File: config.mk
export PLATFORM = sky130hd
export DESIGN_NAME = sgms_fifo
export DESIGN_NICKNAME = d
export VERILOG_FILES = /design/src/sv/sparse_gather_mac_scale_defines.svh /design/src/sv/sgms_fifo.sv
export SDC_FILE = /design/constraint.sdc
export NUM_CORES = 1
export LEC_CHECK = 0
export BUFFER_PORTS_ARGS = -buffer_cell sky130_fd_sc_hd__buf_2
export CORE_MARGIN = 10
export CORE_UTILIZATION = 60
export DETAILED_ROUTE_END_ITERATION = 12
export GPL_TIMING_DRIVEN = 0
export PLACE_DENSITY = 0.83
export SLEW_MARGIN = 20
export SYNTH_ARGS = -nofsm -noshare
export SYNTH_HDL_FRONTEND = slang
export SYNTH_SLANG_ARGS = --single-unit
File: constraint.sdc
create_clock -name clk -period 4.3 [get_ports clk]
set_input_delay 0.215 -clock clk [delete_from_list [all_inputs] [get_ports clk]]
set_output_delay 0.215 -clock clk [all_outputs]
set_load 0.02 [all_outputs]
File: src/sv/sparse_gather_mac_scale_defines.svh
// ----------------------------------------------------------------------------
// Sparse gather MAC scale: assertion macros
// Shared property forms for the checks written at the end of the modules.
// ----------------------------------------------------------------------------
`ifndef SPARSE_GATHER_MAC_SCALE_DEFINES_SVH
`define SPARSE_GATHER_MAC_SCALE_DEFINES_SVH

// The consequent must hold in the same cycle as the antecedent.
`define SGMS_ASSERT_NOW(label, clk, rst_n, ante, cons, msg) \
    label: assert property (@(posedge clk) disable iff (!rst_n) (ante) |-> (cons)) \
        else $error(msg);

// The consequent must hold in the cycle after the antecedent.
`define SGMS_ASSERT_NEXT(label, clk, rst_n, ante, cons, msg) \
    label: assert property (@(posedge clk) disable iff (!rst_n) (ante) |=> (cons)) \
        else $error(msg);

`endif

File: src/sv/sgms_fifo.sv
// ----------------------------------------------------------------------------
// Sparse gather MAC scale queue
// Small first-in first-out buffer built from flip-flops.
// ----------------------------------------------------------------------------
module sgms_fifo #(
    parameter int W     = 8,
    parameter int DEPTH = 4
) (
    input  logic         clk,
    input  logic         rst_n,
    input  logic         push,
    input  logic [W-1:0] wdata,
    output logic         full,
    input  logic         pop,
    output logic [W-1:0] rdata,
    output logic         empty
);

    localparam int PW = $clog2(DEPTH);
    localparam int CW = $clog2(DEPTH + 1);

    logic [W-1:0]  mem_reg [DEPTH];
    logic [PW-1:0] wr_ptr_reg;
    logic [PW-1:0] wr_ptr_next;
    logic [PW-1:0] rd_ptr_reg;
    logic [PW-1:0] rd_ptr_next;
    logic [CW-1:0] count_reg;
    logic [CW-1:0] count_next;
    logic          do_push;
    logic          do_pop;

    assign full    = (count_reg == CW'(DEPTH));
    assign empty   = (count_reg == '0);
    assign do_push = push && !full;
    assign do_pop  = pop && !empty;
    assign rdata   = mem_reg[rd_ptr_reg];

    always_comb
    begin
        wr_ptr_next = wr_ptr_reg;
        rd_ptr_next = rd_ptr_reg;
        count_next  = count_reg;
        if (do_push)
        begin
            wr_ptr_next = (wr_ptr_reg == PW'(DEPTH - 1)) ? '0 : wr_ptr_reg + 1'b1;
        end
        if (do_pop)
        begin
            rd_ptr_next = (rd_ptr_reg == PW'(DEPTH - 1)) ? '0 : rd_ptr_reg + 1'b1;
        end
        if (do_push && !do_pop)
        begin
            count_next = count_reg + 1'b1;
        end
        else if (do_pop && !do_push)
        begin
            count_next = count_reg - 1'b1;
        end
    end

    always_ff @(posedge clk or negedge rst_n)
    begin
        if (!rst_n)
        begin
            wr_ptr_reg <= '0;
            rd_ptr_reg <= '0;
            count_reg  <= '0;
        end
        else
        begin
            wr_ptr_reg <= wr_ptr_next;
            rd_ptr_reg <= rd_ptr_next;
            count_reg  <= count_next;
        end
    end

    always_ff @(posedge clk)
    begin
        if (do_push)
        begin
            mem_reg[wr_ptr_reg] <= wdata;
        end
    end

endmodule

==> results of run 1 <==
[cells in the final DEF, fill, tap and decap left out, drive strengths merged, types with 2 or more instances in the layout]
cell	n
edfxtp	32
buf	24
mux4	8
dfrtp	7
ha	6
clkbuf	5
mux2	5
and2	4
inv	3
nor2	3
xor2	2
clkinv	2
[routing by layer]
| layer | up-vias | routed length [µm] | part of all wire |
|---|---|---|---|
| li1 | 361 | - | - |
| met1 | 369 | 985 | 0.39 |
| met2 | 21 | 1328 | 0.53 |
| met3 | 5 | 163 | 0.065 |
| met4 | 0 | 48 | 0.019 |
| met5 | - | 0 | 0 |
[layout make-up]
class	count	area [µm²]
Sequential cell	39	1136
Multi-Input combinational cell	34	452.9
Timing Repair Buffer	22	115.1
Clock buffer	5	37.54
Fill cell	169	668.1
Inverter	3	11.26
Buffer	3	20.02
Tap cell	30	37.54
Clock inverter	3	43.79
[where the power goes]
part / internal, mW / total [mW] / switching [mW]
Sequential: 0.511 / 0.563 / 0.0521
Combinational: 0.230 / 0.485 / 0.255
Clock: 0.122 / 0.237 / 0.115
Total: 0.863 / 1.29 / 0.422
[cell families after synthesis]
kind of cell	Yosys count	synth area share
buffers and inverters	6	0.01930
adder cells (fa/ha/maj)	7	0.05869
multiplexers	13	0.1506
XOR/XNOR	3	0.01622
AND/OR/NAND/NOR	11	0.05405
flip-flops	39	0.7012
[through the flow]
stage               instances  total power [mW]  hold WS (ns)
floorplan                  79            0.9315      -0.08059
global placement          130             1.045       0.05584
detailed placement        130             1.072       0.05991
CTS                       139             1.309       0.06228
global route              139             1.371       0.05360
finish                    139             1.286       0.08031
[cells in the mapped netlist (all sizes together) (2+ instances only)]
cell,number,share of area
nor2,3,0.0069
mux2,5,0.039
dfrtp,7,0.11
buf,3,0.012
xor2,2,0.011
ha,6,0.046
and2,4,0.019
mux4,8,0.11
inv,3,0.0069
edfxtp,32,0.59
[worst max-delay path: stages, from the launching register on]
cell and delay, ns:
dfrtp_1 0.48, nor3_1 0.25, nand2b_4 0.19, ha_1 0.18, inv_1 0.06, fa_1 0.37
xor2_1 0.15, nor2_1 0.11, xor2_1 0.16
[worst paths after layout]
kind                         startpoint       endpoint  slack (ns)  cells past startpoint
max                        count_reg[0]   count_reg[2]        2.28                      8
min                            wdata[6]  mem_reg[2][6]        0.08                      1
max reg2reg                count_reg[0]   count_reg[2]        2.28                      8
min reg2reg                count_reg[2]   count_reg[2]        0.51                      1
max in group asynchronous         rst_n  wr_ptr_reg[0]        3.90                      2
min in group asynchronous         rst_n   count_reg[0]        0.24                      2
[repair_timing]
action | in CTS | in global routing
setup endpoints to repair | 0 | 0
hold buffers | 1 | 0
endpoints found under the hold margin | 7 | 0
resized for setup | 0 | 0
==> results.toml, run 1 <==
[floorplanning]
die-area_mm2 = 0.005179
die_h_um = 71.97
start_util = 0.6424
core-area_mm2 = 0.002522
dieWidth_um = 71.97
ios = 22
row_count = 18

[pwr]
p_leak_nw = 0.7143
p_per_area_mw_per_mm2 = 693.3
ir_worst_vdd_v = 0.0005573

[global_routing]
track_usage = 0.1057
antenna_found_initial = 0
met3_usage = 0.04762
use_met2 = 0.1637
met1_usage = 0.1170
busiest_layer = "met2"
overflow = 0
grt_pass1_vias = 818
grt_pass1_wl_mm = 4.057
grt_max_degree = 14

[routing]
drtAntennaViolNets = 0
wl_mm = 2.525
dr.first_iter.drc_count = 48
wl_per_cell_um = 18.17
vias_per_cell = 5.439
drc_errors = 0
firstDrtPassIters = 4
vias = 756

[logic_synthesis]
yosysWarnings = 0
ys_seq_area_frac = 0.7012
synth_seq_cells = 39
syn-instance-count = 79
synth-edff-count = 32
synthesis.area_mm2 = 0.001620
ys.flop_type = "edfxtp_1"
synth.avg_cell_area_um2 = 20.51
ys_async_sr_fraction = 0.1795
synth_cell_types = 19
synthesis.nets = 98

[cts]
tritoncts = "done"
clk_latency_ns = 0.34
cts_buffers = 5
clk_path_buf_depth = 2
cts.sinks = 39
clk_pin_slew_ns = 0.11
cts_setup_buffers = 0
htreeDepth = 2
cts_root_buffer = "clkbuf_4"

[cells_and_area]
diodes = 0
nets = 127
syn_to_final_growth_pct = 14.44
stdcell_area_mm2 = 0.001854
layout-drive-gt1-share = 0.4679
final_core_util = 0.7351
largest_reg_flops = 32

[place]
portBuffers = 21
pre_cts_slack_ns = 2.316
dp_hpwl_mm = 1.846
placed_area_mm2 = 0.001763
gp_congestion = 0.7654

[sta]
timing.fmax_mhz = 496.0
fin_ws_ns = 2.284
slew_headroom = 0.6411
slew_viol_final = 0
fin_setup_tns_ns = 0
worstMarginPinSlew_ns = 0.5384
finalSetupViolations = 0
period_share = 0.4689
min_period_ns = 2.016
fin_skew_ns = 0.006042
finalHoldViolCount = 0
rsz0062_at_grt = "no"

[min_path]
hold_path.class = "input pin to register"

[critical_path]
cp-start-kind = "register"
critPathMaxFanout = 4
cp_data_required_time_ns = 4.56
critPathKind = "register to register"
cp-end-kind = "register"
crit_arrival_ns = 2.28

[run]
cap_violations = 0

[status]
status = "complete, no violations"
Power figures use the tool's default switching activity.
==> run 2, diff against run 1 <==
--- a/config.mk
+++ b/config.mk
@@ -5,12 +5,13 @@
 export SDC_FILE = /design/constraint.sdc
 export NUM_CORES = 1
 export LEC_CHECK = 0
+export ABC_AREA = 1
 export BUFFER_PORTS_ARGS = -buffer_cell sky130_fd_sc_hd__buf_2
 export CORE_MARGIN = 10
-export CORE_UTILIZATION = 60
+export CORE_UTILIZATION = 56
 export DETAILED_ROUTE_END_ITERATION = 12
 export GPL_TIMING_DRIVEN = 0
-export PLACE_DENSITY = 0.83
+export PLACE_DENSITY = 0.77
 export SLEW_MARGIN = 20
 export SYNTH_ARGS = -nofsm -noshare
 export SYNTH_HDL_FRONTEND = slang
==> constraint.sdc (replaced) <==
create_clock -name clk -period 2 [get_ports clk]
set_input_delay 0.1 -clock clk [delete_from_list [all_inputs] [get_ports clk]]
set_output_delay 0.1 -clock clk [all_outputs]
set_load 0.02 [all_outputs]
==> results.toml, run 2 <==
[cells_and_area]
layout-drive-gt1-share = 0.2000
syn_to_final_growth_pct = 18.92
n_fill_cell = 239
final_core_util = 0.6909
diodes = 0
layout_common_cells = "37 x nand2_1, 32 x edfxtp_1, 31 x inv_1"
multi_input_area_um2 = 454.2
seqCellArea_mm2 = 0.001137
largest_reg_flops = 32
final_common_cell = "nand2_1"
nets = 213
final_cells = 239

[place]
portBuffers = 21
pre_cts_slack_ns = 0.09535
placedCellCount = 219
gp_congestion = 0.7313
dp_hpwl_mm = 2.337

[cts]
cts_root_buffer = "clkbuf_4"
tritoncts = "done"
clk_pin_slew_ns = 0.11
cts_buffers = 5
htreeDepth = 2
cts.sinks = 39
clk_latency_ns = 0.34
clk_path_buf_depth = 2

[pwr]
ir_worst_vdd_v = 0.0008095
p_per_area_mw_per_mm2 = 1393
p_leak_nw = 0.9392

[floorplanning]
dieWidth_um = 76.05
start_util = 0.5810
core-area_mm2 = 0.003028
die-area_mm2 = 0.005784
die_h_um = 76.05
row_count = 20
ios = 22

[sta]
slew_viol_final = 0
finalHoldViolCount = 0
fin_setup_tns_ns = 0
timing.fmax_mhz = 529.1
worstMarginPinSlew_ns = 0.7792
period_share = 0.9451
fin_ws_ns = 0.1099
min_period_ns = 1.890
fin_skew_ns = 0.006285
finalSetupViolations = 0
slew_headroom = 0.4786

[routing]
met2_length_mm = 1.837
vias_per_cell = 4.987
dr.first_iter.drc_count = 105
drc_errors = 0
wl_mm = 3.468
route.layer.met1.wl_mm = 1.416
firstDrtPassIters = 4
vias = 1192
wl_per_cell_um = 14.51
wl_met3_um = 139
dr.max_layer_used = "met4"
drtAntennaViolNets = 0

[logic_synthesis]
synthesis.nets = 173
synthSimpleGateAreaFrac = 0.1209
synth_cell_types = 16
synth_top_family_by_area = "simple AND/OR/NAND/NOR gates"
synth.avg_cell_area_um2 = 11.42
syn-instance-count = 154
yosysTopAreaCell = "edfxtp_1"
synth-edff-count = 32
synthTopCellsByCount = "38 x nand2_1, 32 x edfxtp_1, 31 x inv_1, 15 x o211ai_1"
ys_async_sr_fraction = 0.1795
synth.area.mux_share = 0
synthesis.area_mm2 = 0.001759
yosysMostFrequentCell = "nand2_1"
yosysWarnings = 0
synth-compound-area-share = 0.07397
synth_xor_xnor_area_share = 0.004979
synth.area.top_cells = "edfxtp_1 55%, dfrtp_1 10%, nand2_1 8.1%"
synth_top_area_frac = 0.5462
ys.flop_type = "edfxtp_1"
synth_fa_ha_area_frac = 0.05405
ys_seq_area_frac = 0.6458
synth_seq_cells = 39

[critical_path]
rr_worst_depth = 10
critPathKind = "register to register"
critPathMaxFanout = 4
cp_data_required_time_ns = 2.24
cp-start-kind = "register"
cp-end-kind = "register"
crit_arrival_ns = 2.13

[global_routing]
grt_pass1_vias = 1272
track_usage = 0.1253
grt_max_degree = 12
antenna_found_initial = 0
grt_pass1_wl_mm = 5.796
overflow = 0

[run]
cap_violations = 0

[min_path]
hold_path.class = "input pin to register"
hold_path_depth = 3

[status]
status = "complete, no violations"
## run 2: cell types whose count changed after synthesis, sizes merged, moves of 3 or more
cell / delta
mux4: -8
mux2: -5
nand2: +39
and2: -4
nor2: +3
nand3: +7
o211ai: +16
inv: +29
## run 2: per-stage QoR
step | hold slack (ns) | instance area [µm²] | power, mW
after floorplan | -0.1956 | 1759 | 2.125
after global placement | -0.06216 | 1919 | 2.454
after detailed placement | -0.06010 | 1919 | 2.525
after CTS | 0.02480 | 2068 | 2.906
after global routing | 0.06402 | 2092 | 3.152
final | 0.03285 | 2092 | 2.913
## run 2: report_power, final
group          leakage (nW)  switching (mW)  total (mW)  internal (mW)
Combinational         0.535           0.854        1.35          0.493
Clock                0.0273           0.242       0.372          0.130
Sequential            0.377          0.0999        1.19           1.09
## run 2: layout make-up
cell class              instances  area share
multi-input cells              78      0.2171
well taps                      44     0.02632
repair buffers                 33      0.1053
flip-flops and latches         39      0.5437
inverters                      32     0.05742
clock buffers                   6     0.01974
clock inverters                 2    0.003589
plain buffers                   5     0.02691
## run 2: cells by family (layout without fill, tap and decap cells)
logic type               count (synthesis)  count (layout)
AND/OR/NAND/NOR                         53              53
XOR/XNOR                                 1               1
buffers and inverters                   37              78
flip-flops                              39              39
adder cells (fa/ha/maj)                  7               7
AO/OA/AOI/OAI                           17              17
## run 2: final timing paths
| check | start | endpoint | slack, ns |
|---|---|---|---|
| max | count_reg[0] | count_reg[2] | 0.11 |
| min | push | wr_ptr_reg[1] | 0.03 |
| max reg2reg | count_reg[0] | count_reg[2] | 0.11 |
| min reg2reg | count_reg[0] | count_reg[0] | 0.53 |
| max in group asynchronous | rst_n | count_reg[0] | 1.70 |
| min in group asynchronous | rst_n | count_reg[1] | 0.13 |
## run 2: worst max-delay path: stages (launching register included)
cell and delay, ns:
dfrtp_2 0.46, inv_2 0.08, nand3_1 0.15, nand2_2 0.13, ha_1 0.18, inv_1 0.08
fa_1 0.38, nand2_1 0.10, nand3_1 0.08, nand2_1 0.09, nand2_1 0.07
## run 2: metal layers
| layer | GRT usage | vias to the layer above |
|---|---|---|
| li1 | - | 584 |
| met1 | 0.1274 | 576 |
| met4 | 0.05204 | 0 |
| met2 | 0.2270 | 24 |
| met5 | 0 | - |
| met3 | 0.04363 | 8 |
## run 2: repair_timing
| action | in CTS | in global routing |
|---|---|---|
| buffers inserted | 0 | 2 |
| hold buffers | 10 | 0 |
| gates resized for setup | 0 | 3 |
| endpoints found under the setup margin | 0 | 2 |
| endpoints found under the hold margin | 40 | 0 |
