`src/sv/sparse_gather_mac_scale_defines.svh`:
```
// ----------------------------------------------------------------------------
// Sparse gather MAC scale: assertion macros
// Shared property forms for the checks written at the end of the modules.
// ----------------------------------------------------------------------------
`ifndef SPARSE_GATHER_MAC_SCALE_DEFINES_SVH
`define SPARSE_GATHER_MAC_SCALE_DEFINES_SVH

// The consequent must hold in the same cycle as the antecedent.
`define SGMS_ASSERT_NOW(label, clk, rst_n, ante, cons, msg) \
    label: assert property (@(posedge clk) disable iff (!rst_n) (ante) |-> (cons)) \
        else $error(msg);

// The consequent must hold in the cycle after the antecedent.
`define SGMS_ASSERT_NEXT(label, clk, rst_n, ante, cons, msg) \
    label: assert property (@(posedge clk) disable iff (!rst_n) (ante) |=> (cons)) \
        else $error(msg);

`endif

```
`src/sv/sgms_pkg.sv`:
```
// ----------------------------------------------------------------------------
// Sparse gather MAC scale package
// Transaction types, command encoding, back end states and saturation limits.
// ----------------------------------------------------------------------------
package sgms_pkg;

    typedef enum logic [1:0] {
        OP_WR_TABLE  = 2'd0,
        OP_WR_RESULT = 2'd1,
        OP_TERM      = 2'd2,
        OP_READ      = 2'd3
    } op_t;

    typedef struct packed {
        logic [1:0]         operation;
        logic [11:0]        table_address;
        logic [9:0]         result_index;
        logic signed [31:0] data_value;
        logic signed [31:0] coefficient;
        logic               last_term;
    } in_item_t;

    typedef struct packed {
        logic [9:0]         out_index;
        logic signed [31:0] out_value;
        logic               overflow;
    } out_item_t;

    typedef struct packed {
        op_t                op;
        logic [11:0]        table_address;
        logic [9:0]         result_index;
        logic signed [31:0] data_value;
        logic signed [31:0] coefficient;
        logic               last_term;
        logic               t_ok;
        logic               r_ok;
    } cmd_t;

    typedef enum logic [2:0] {
        ST_FETCH,
        ST_MUL,
        ST_ADD,
        ST_PLO,
        ST_PHI,
        ST_COMB,
        ST_SCALE_OUT,
        ST_READ_OUT
    } state_t;

    localparam int CMD_DEPTH = 4;
    localparam int OUT_DEPTH = 2;

    localparam logic signed [63:0] SUM_MAX = 64'sh7FFF_FFFF_FFFF_FFFF;
    localparam logic signed [63:0] SUM_MIN = 64'sh8000_0000_0000_0000;
    localparam logic signed [31:0] VAL_MAX = 32'sh7FFF_FFFF;
    localparam logic signed [31:0] VAL_MIN = 32'sh8000_0000;

endpackage

```
`src/sv/sgms_front.sv`:
```
// ----------------------------------------------------------------------------
// Sparse gather MAC scale front end
// Accepts input transactions, decodes the operation, checks both addresses
// against the store depths and hands the command to the command queue.
// ----------------------------------------------------------------------------
module sgms_front
    import sgms_pkg::*;
#(
    parameter int TABLE_DEPTH  = 4096,
    parameter int RESULT_DEPTH = 1024
) (
    input  logic     clk,
    input  logic     rst_n,
    input  logic     push,
    input  in_item_t item,
    output logic     full,
    output logic     q_push,
    output cmd_t     q_data,
    input  logic     q_full
);

    logic valid_reg;
    logic valid_next;
    cmd_t hold_reg;
    cmd_t hold_next;
    cmd_t cls;
    logic accept;

    always_comb
    begin
        cls.op            = op_t'(item.operation);
        cls.table_address = item.table_address;
        cls.result_index  = item.result_index;
        cls.data_value    = item.data_value;
        cls.coefficient   = item.coefficient;
        cls.last_term     = item.last_term;
        cls.t_ok          = (32'(item.table_address) < 32'(TABLE_DEPTH));
        cls.r_ok          = (32'(item.result_index) < 32'(RESULT_DEPTH));
    end

    assign full       = valid_reg && q_full;
    assign accept     = push && !full;
    assign q_push     = valid_reg;
    assign q_data     = hold_reg;
    assign valid_next = accept || (valid_reg && q_full);
    assign hold_next  = accept ? cls : hold_reg;

    always_ff @(posedge clk or negedge rst_n)
    begin
        if (!rst_n)
        begin
            valid_reg <= 1'b0;
        end
        else
        begin
            valid_reg <= valid_next;
        end
    end

    always_ff @(posedge clk)
    begin
        hold_reg <= hold_next;
    end

endmodule

```
`config.mk`:
```
export PLATFORM = sky130hd
export DESIGN_NAME = sgms_front
export DESIGN_NICKNAME = d
export VERILOG_FILES = /design/src/sv/sparse_gather_mac_scale_defines.svh /design/src/sv/sgms_pkg.sv /design/src/sv/sgms_front.sv
export SDC_FILE = /design/constraint.sdc
export NUM_CORES = 1
export LEC_CHECK = 0
export BUFFER_PORTS_ARGS = -buffer_cell sky130_fd_sc_hd__clkbuf_2
export CAP_MARGIN = 15
export CORE_MARGIN = 2
export CORE_UTILIZATION = 44
export CTS_CLUSTER_DIAMETER = 30
export DETAILED_ROUTE_END_ITERATION = 8
export HOLD_SLACK_MARGIN = 0.15
export PLACE_DENSITY = 0.93
export SYNTH_ARGS = -nofsm -noshare
export SYNTH_HDL_FRONTEND = slang
export SYNTH_SLANG_ARGS = --single-unit
```
`constraint.sdc`:
```
create_clock -name clk -period 10.65 [get_ports clk]
set_clock_uncertainty 0.1 [all_clocks]
set_input_delay 0 -clock clk [delete_from_list [all_inputs] [get_ports clk]]
set_output_delay 0 -clock clk [all_outputs]
set_load 0.05 [all_outputs]
```
==> results.md, run 1 <==
Floorplan:
- The die covers ~6900 um2.
- The initial utilization of the core area, before any placement, comes to a little under half.
- The core region area is ~6000 um2.
- The site row count is 28.
- between 150 and 200 I/O pins were placed.
- The die outline width is 82.9 um.
- The die boundary height is 82.9 um.

Detailed routing:
- For this run, the detailed router's first-pass iteration total came to 4.
- The top layer used by detailed routing is met4.
- The average via count per standard cell is 4.57.
- Wire segments on met2 add up to ~4.5 mm in the final route.
- In the routed design, unresolved DRC markers number 0.
- After detailed routing, the total wire length is 8.36 mm.
- The number of DRC violations after detailed-routing iteration 0 is approximately 120.
- The average wire per cell in the routed design is 17.9 um.
- The count of nets left with antenna violations after detail routing is 0.
- The met1 wire length is 2.95 mm.
- Summing over every cut layer, the via total after detailed routing is between 2000 and 2500.
- The total met3 wirelength after detailed routing is between 600 and 700 um.

Status:
- The flow ran to the end, and the final reports show no timing, DRC or antenna violations.

Logic synthesis:
- In the synthesized netlist, the number of instances is 96.
- The sequential fraction of the synthesis area is roughly 98%.
- The register bit count reported by yosys is 90.
- The total of warnings raised by yosys is 0.
- The mean cell area of the mapped netlist is 28.6 um2.
- The number of library cell types mapped by synthesis is 7.
- The netlist area before placement is ~2700 um2.

Clocking:
- After clock tree synthesis, the clock-pin slew on the worst setup and hold paths is ~0.090 ns.
- The H-tree level count is 3.
- The clock passes through at most 2 buffers.
- The buffer type at the clock tree root is clkbuf_8.
- The count of buffers added by post-CTS timing repair for setup is 0.
- The number of clock sinks seen by CTS is 90.
- The clock latency reported for the late side of the worst-skew pair is between 0.3 and 0.4 ns.
- The number of clock buffers added by TritonCTS is 9.
- The TritonCTS clock tree is done.

Global route:
- The global router's overall resource usage is between 20 and 25%.
- Entering global routing, the biggest net connects just over 50 pins.
- The final global-route overflow total is 0.
- The wire length of the first global-routing pass is 12.3 mm.
- The initial antenna violation count is 2.
- The via count of the first global-routing pass is between 2000 and 2500.

Final layout:
- The area growth from synthesis to layout is 80.1%.
- After the flow finishes, the layout carries non-filler instances totaling 467.
- At the end of the flow the core is filled with cells to just over 80%.
- After routing the design area is 4940 um2.
- The fraction of final layout cells sized beyond drive strength 1 is between 50 and 60%.
- The commonest non-fill, non-tap cell in the layout is clkbuf_2.
- Leaving out fill and tap cells, the most frequent cells in the layout are clkbuf_2, dlygate4sd3_1, edfxtp_1.
- The final net count is roughly 480.

Placed design:
- Including well taps, the total number of placed cells is 354.
- The post-placement cell area is around 3800 um2.
- The final weighted congestion of routability-driven global placement is ~0.75.
- The quantity of I/O buffers inserted on ports is 183.

Worst setup path:
- In this run the worst path has a maximum fanout of 50.
- For the worst setup path, the data required time is about 11 ns.
- The arrival time reported for the critical path endpoint is approximately 2 ns.
- The critical path class is flop to flop.
- The endpoint type of the worst setup path is a flop.
- The worst setup path is launched from a flop.

Timing:
- The final max-slew violation count is 0.
- On the final layout, the worst hold slack is 0.265 ns.
- Summed over all failing endpoints, the final setup total negative slack is 0 ns.
- Derived from the worst setup path, the maximum achievable clock frequency is approximately 480 MHz.
- Headroom to the max-slew limit came out at 60.1%.
- The clock period could shrink to 2.08 ns.
- Setup violations remaining at the end of the flow were counted as 0.
- Setup repair after global routing left no endpoint under its margin.
- The number of hold-slack violations in the final timing report is 0.
- Of the available clock period, the critical path in the final layout requires between 10% and 20%.
- For the pin with the worst max-slew slack, the measured transition is between 0.5 and 0.6 ns.

Power:
- The leakage power summed over all cells is around 0.0022 uW.
- VDD sags by at most between 0.1 and 0.15 mV.
- Power spread over the standard cell area amounts to around 160 nW/um2.

Worst hold path:
- The worst min-delay path category is primary input to flop.

Flow run:
- The max-cap check violation count is 0.
==> final cells by class <==
type	instances	area [um2]
Tap cell	75	93.8
Clock inverter	7	93.8
Fill cell	301	1020
Clock buffer	9	124
Antenna cell	2	5.00
Multi-Input combinational cell	5	40.0
Sequential cell	90	2700
Timing Repair Buffer	279	1880
==> state kept, by name, summed over array words and instances, names as in the netlist <==
register / count
q_data: 89
q_push: 1
==> layer usage <==
layer | GRT usage [%] | vias to the layer above
met3 | 6.86 | 21
met2 | 42.7 | 146
met5 | 0 | -
met4 | 12.8 | 0
met1 | 26.0 | 1005
li1 | - | 960
==> cell usage after synthesis <==
| cell type | n | area share [%] |
|---|---|---|
| and2_1 | 1 | 0.23 |
| a21o_1 | 1 | 0.27 |
| a21boi_2 | 1 | 0.41 |
| conb_1 | 1 | 0.14 |
| dfrtp_1 | 1 | 0.91 |
| buf_4 | 2 | 0.55 |
| edfxtp_1 | 89 | 97 |
==> stage by stage <==
step                total power, uW  worst slack (ns)
finish                          812              8.57
global route                    836              8.46
CTS                             809              8.06
detailed placement              539              8.07
global placement                535              8.21
floorplan                       503              7.04
==> final timing paths <==
| check | slack [ns] | end | startpoint | cells past startpoint |
|---|---|---|---|---|
| max in group asynchronous | 9.93 | q_push$_DFF_PN0_ | rst_n | 3 |
| worst max register to register | 8.57 | q_data[81]$_DFFE_PP_ | q_push$_DFF_PN0_ | 3 |
| min in group asynchronous | 0.41 | q_push$_DFF_PN0_ | rst_n | 3 |
| worst min-delay path | 0.27 | q_data[51]$_DFFE_PP_ | item[49] | 2 |
| worst max-delay path | 8.57 | q_data[81]$_DFFE_PP_ | q_push$_DFF_PN0_ | 3 |
| worst min register to register | 0.66 | q_data[70]$_DFFE_PP_ | q_push$_DFF_PN0_ | 1 |
==> what timing repair did <==
| item | in CTS | in global routing |
|---|---|---|
| hold buffers | 93 | 1 |
| endpoints found under the hold margin | 91 | 8 |
| gates resized for setup | 0 | 0 |
==> critical path, cell delays in order, from the launching register on <==
cell and delay, ns:
dfrtp_1 0.44, a21boi_4 0.36, buf_12 0.25, buf_4 0.54
==> cell families (layout without fill, tap and decap cells) <==
kind of cell	count (synthesis)	after routing	synth area share, %
AO/OA/AOI/OAI	2	2	0.685
buffers and inverters	2	295	0.548
flip-flops	90	90	98.4
other	1	4	0.137
AND/OR/NAND/NOR	1	1	0.228
==> where the power goes <==
group	internal (uW)	switching, uW
clock	132	118
sequential	413	6.45
combinational	47.7	95.5
total	592	220
No activity file was read; power rests on OpenSTA's default activity.
==> run 2: changes to the inputs <==
- CORE_UTILIZATION: 44 -> 41
- PLACE_DENSITY: 0.93 -> 0.88
- clock period: 10.65 -> 2.2 ns (I/O delays scaled with it)
==> run 2 against run 1 <==
The flow now finishes with violations (DRC); non-clock buffer count did not move; sequential share of layout area grew 0.28 points; cell count is 0.21% higher; hold slack got worse by 0.0065 ns; register-to-register slack got worse by 8.0 ns; critical endpoint is now q_data[90]$_DFFE_PP_; highest routed layer unchanged.
==> results.md, run 2 (synthesis gave the netlist of run 1 again) <==
Status:
- The flow ran to the end, but the final reports show violations.
- The checks that failed: DRC.

Detailed routing:
- The number of iterations in the first detailed-routing pass is 6.
- After detailed routing, the number of remaining DRC violations is 14.
- Across all layers, the routed design uses ~2100 vias.
- The average wire per cell in the routed design is about 18 um.
- In this run the remaining antenna-violating nets after routing total 0.
- The first routing iteration left 114 violations.
- For this block, the routed nets add up to around 8.4 mm of wire.
- The average via count per standard cell is roughly 4.5.

Timing:
- The post-route worst hold slack is approximately 0.26 ns.
- Setup repair after global routing left no endpoint under its margin.
- The fmax is 631 MHz.
- Dividing the final minimum period by the clock period gives 72.0%.
- The number of hold-slack violations in the final timing report is 0.
- The final max-slew violation count is 0.
- Setup violations remaining at the end of the flow were counted as 0.
- The smallest clock period supported by the final layout is computed as approximately 1.6 ns.

Worst setup path:
- The cell count of the worst reg-to-reg path is 2.
- The data required time at the worst endpoint is between 2 and 2.5 ns.
- The maximum net fanout on the critical path is 45.
- The kind of launch point of the worst setup path is a flop.
- The arrival time reported for the critical path endpoint is approximately 1.5 ns.
- The worst setup path is captured at a flop.
- In this run the critical register-to-register path is launched from q_push$_DFF_PN0_.
- The setup path with the least slack is of type flop to flop.
- Tracing the worst setup path back leads to its startpoint at q_push$_DFF_PN0_.

Placed design:
- The quantity of I/O buffers inserted on ports is between 150 and 200.
- Routability-driven placement finished with a final weighted congestion of ~0.71.

Floorplan:
- In this run the horizontal extent of the chip is about 86 um.
- The core region area is ~6400 um2.
- The die covers 7360 um2.
- The site row count is 29.
- The count of boundary I/O pins is approximately 190.
- Measured along the y axis, the die boundary spans roughly 86 um.
- The starting density of the core is 42.7%.

Clocking:
- The largest buffer count on any clock path is 2.
- The count of buffers added by post-CTS timing repair for setup is 0.
- The buffer type at the clock tree root is clkbuf_8.
- The CTS buffer count is 9.
- For the worst-skew pair, the clock arrives at the later sink with an insertion delay of 0.35 ns.
- Clock-pin slew was measured on the worst setup and hold paths at about 0.10 ns.
- The clock tree synthesis step divided the H-tree into 3 levels.
- The TritonCTS clock tree is done.
- The clock drives 90 sinks.

Global route:
- The maximum number of pins on one net before global-route repair is 46.
- Global routing consumed, over all layers together, 23.1% of the routing resources.
- For this run the aggregate overflow at the end of global routing stands at 0.
- The first global-routing pass estimated approximately 12 mm of wire.
- The via count of the first global-routing pass was 2379.
- The initial antenna violation count is 0.

Final layout:
- The library cell used most frequently in the layout, excluding fill and tap cells, is clkbuf_2.
- Across the whole layout, storage elements account for between 2000 and 3000 um2.
- The final net count is 478.
- The library cells used most frequently in the layout, excluding fill and tap cells, are clkbuf_2, dlygate4sd3_1, edfxtp_1.
- The register with the most flip-flops in the layout has 89 of them.
- After filler insertion, the fill cell instance count of the layout stands at roughly 350.
- Relative to the synthesized area, the layout overhead comes to 79.3%.
- The fraction of final layout cells sized beyond drive strength 1 is between 50% and 60%.
- The area used by multi-input combinational logic is between 40 and 50 um2.

Power:
- Net switching is 29.5% of the power.
- The power dissipated by switching net loads is around 1100 uW.
- The part of the total power dissipated in sequential elements is 53.8%.
- Combinational logic burns a little under a fifth of the power.
- The clock network fraction of design power is roughly 28%.
- The power density relative to cell area is roughly 770 nW/um2.
- The internal cell power is 2660 uW.
- Overall power consumption after layout is estimated at 3770 uW.
- VDD sags by at most approximately 0.46 mV.
- The analysis attributes to cell leakage a power of 0.00214 uW.

Worst hold path:
- In this run the most critical hold path is launched from item[63].
- The path class of the tightest hold or removal check is primary input to flop.
- The cell depth of the worst hold path is 2.

Flow run:
- The max-cap check violation count is 0.
-- run 2: cell types whose count changed in the layout (fill, tap and decap cells not counted), sizes merged --
cell and delta:
clkinv -1, clkinvlp -1, inv +4, diode -1, bufinv -2
-- run 2: path summary, 6_finish.rpt --
kind / end / slack (ns)
max: q_data[90]$_DFFE_PP_ / 0.62
min: q_data[65]$_DFFE_PP_ / 0.26
max reg2reg: q_data[90]$_DFFE_PP_ / 0.62
min reg2reg: q_data[64]$_DFFE_PP_ / 0.65
max in group asynchronous: q_push$_DFF_PN0_ / 1.49
min in group asynchronous: q_push$_DFF_PN0_ / 0.39
-- run 2: layout make-up --
type                       count  area share, %
clock buffer                   9           2.52
timing repair buffer         279           38.6
clock inverter                 7           1.17
multi-input combinational      5          0.814
antenna                        1         0.0509
sequential                    90           54.9
tap                           77           1.96
-- run 2: worst max-delay path: stages, from the launching register on --
cell,delay [ns]
dfrtp_2,0.46
a21boi_4,0.39
buf_12,0.31
-- run 2: power by group through the flow --
stage	Clock [uW]	Combinational, uW	Sequential [uW]
after floorplan	0	48.4	2380
after global placement	0	547	2060
after detailed placement	0	556	2060
after CTS	1050	688	2020
after global routing	1140	726	2040
final	1040	700	2030
-- run 2: timing repair --
action                                 4_1_cts  5_1_grt
hold buffers                                94        0
endpoints found under the hold margin       98        0
resized for setup                            0        0
-- run 2: per-stage QoR --
step | instances | util, % | instance area, um2 | worst slack [ns] | TNS (ns)
after floorplan | 97 | - | 2750 | -0.447 | -39.81
after global placement | 357 | 59.0 | 3790 | 0.725 | 0
after detailed placement | 357 | 59.0 | 3790 | 0.689 | 0
after CTS | 467 | 76.5 | 4910 | 0.681 | 0
after global routing | 467 | 76.5 | 4910 | 0.562 | 0
final | 468 | 76.5 | 4920 | 0.616 | 0
-- run 2: routing by layer --
layer / GRT usage, % / part of all wire, % / up-vias
li1: - / - / 959
met4: 9.52 / 1.8 / 0
met5: 0 / 0 / -
met2: 42.1 / 55 / 131
met3: 7.03 / 8.2 / 16
met1: 25.0 / 35 / 1017
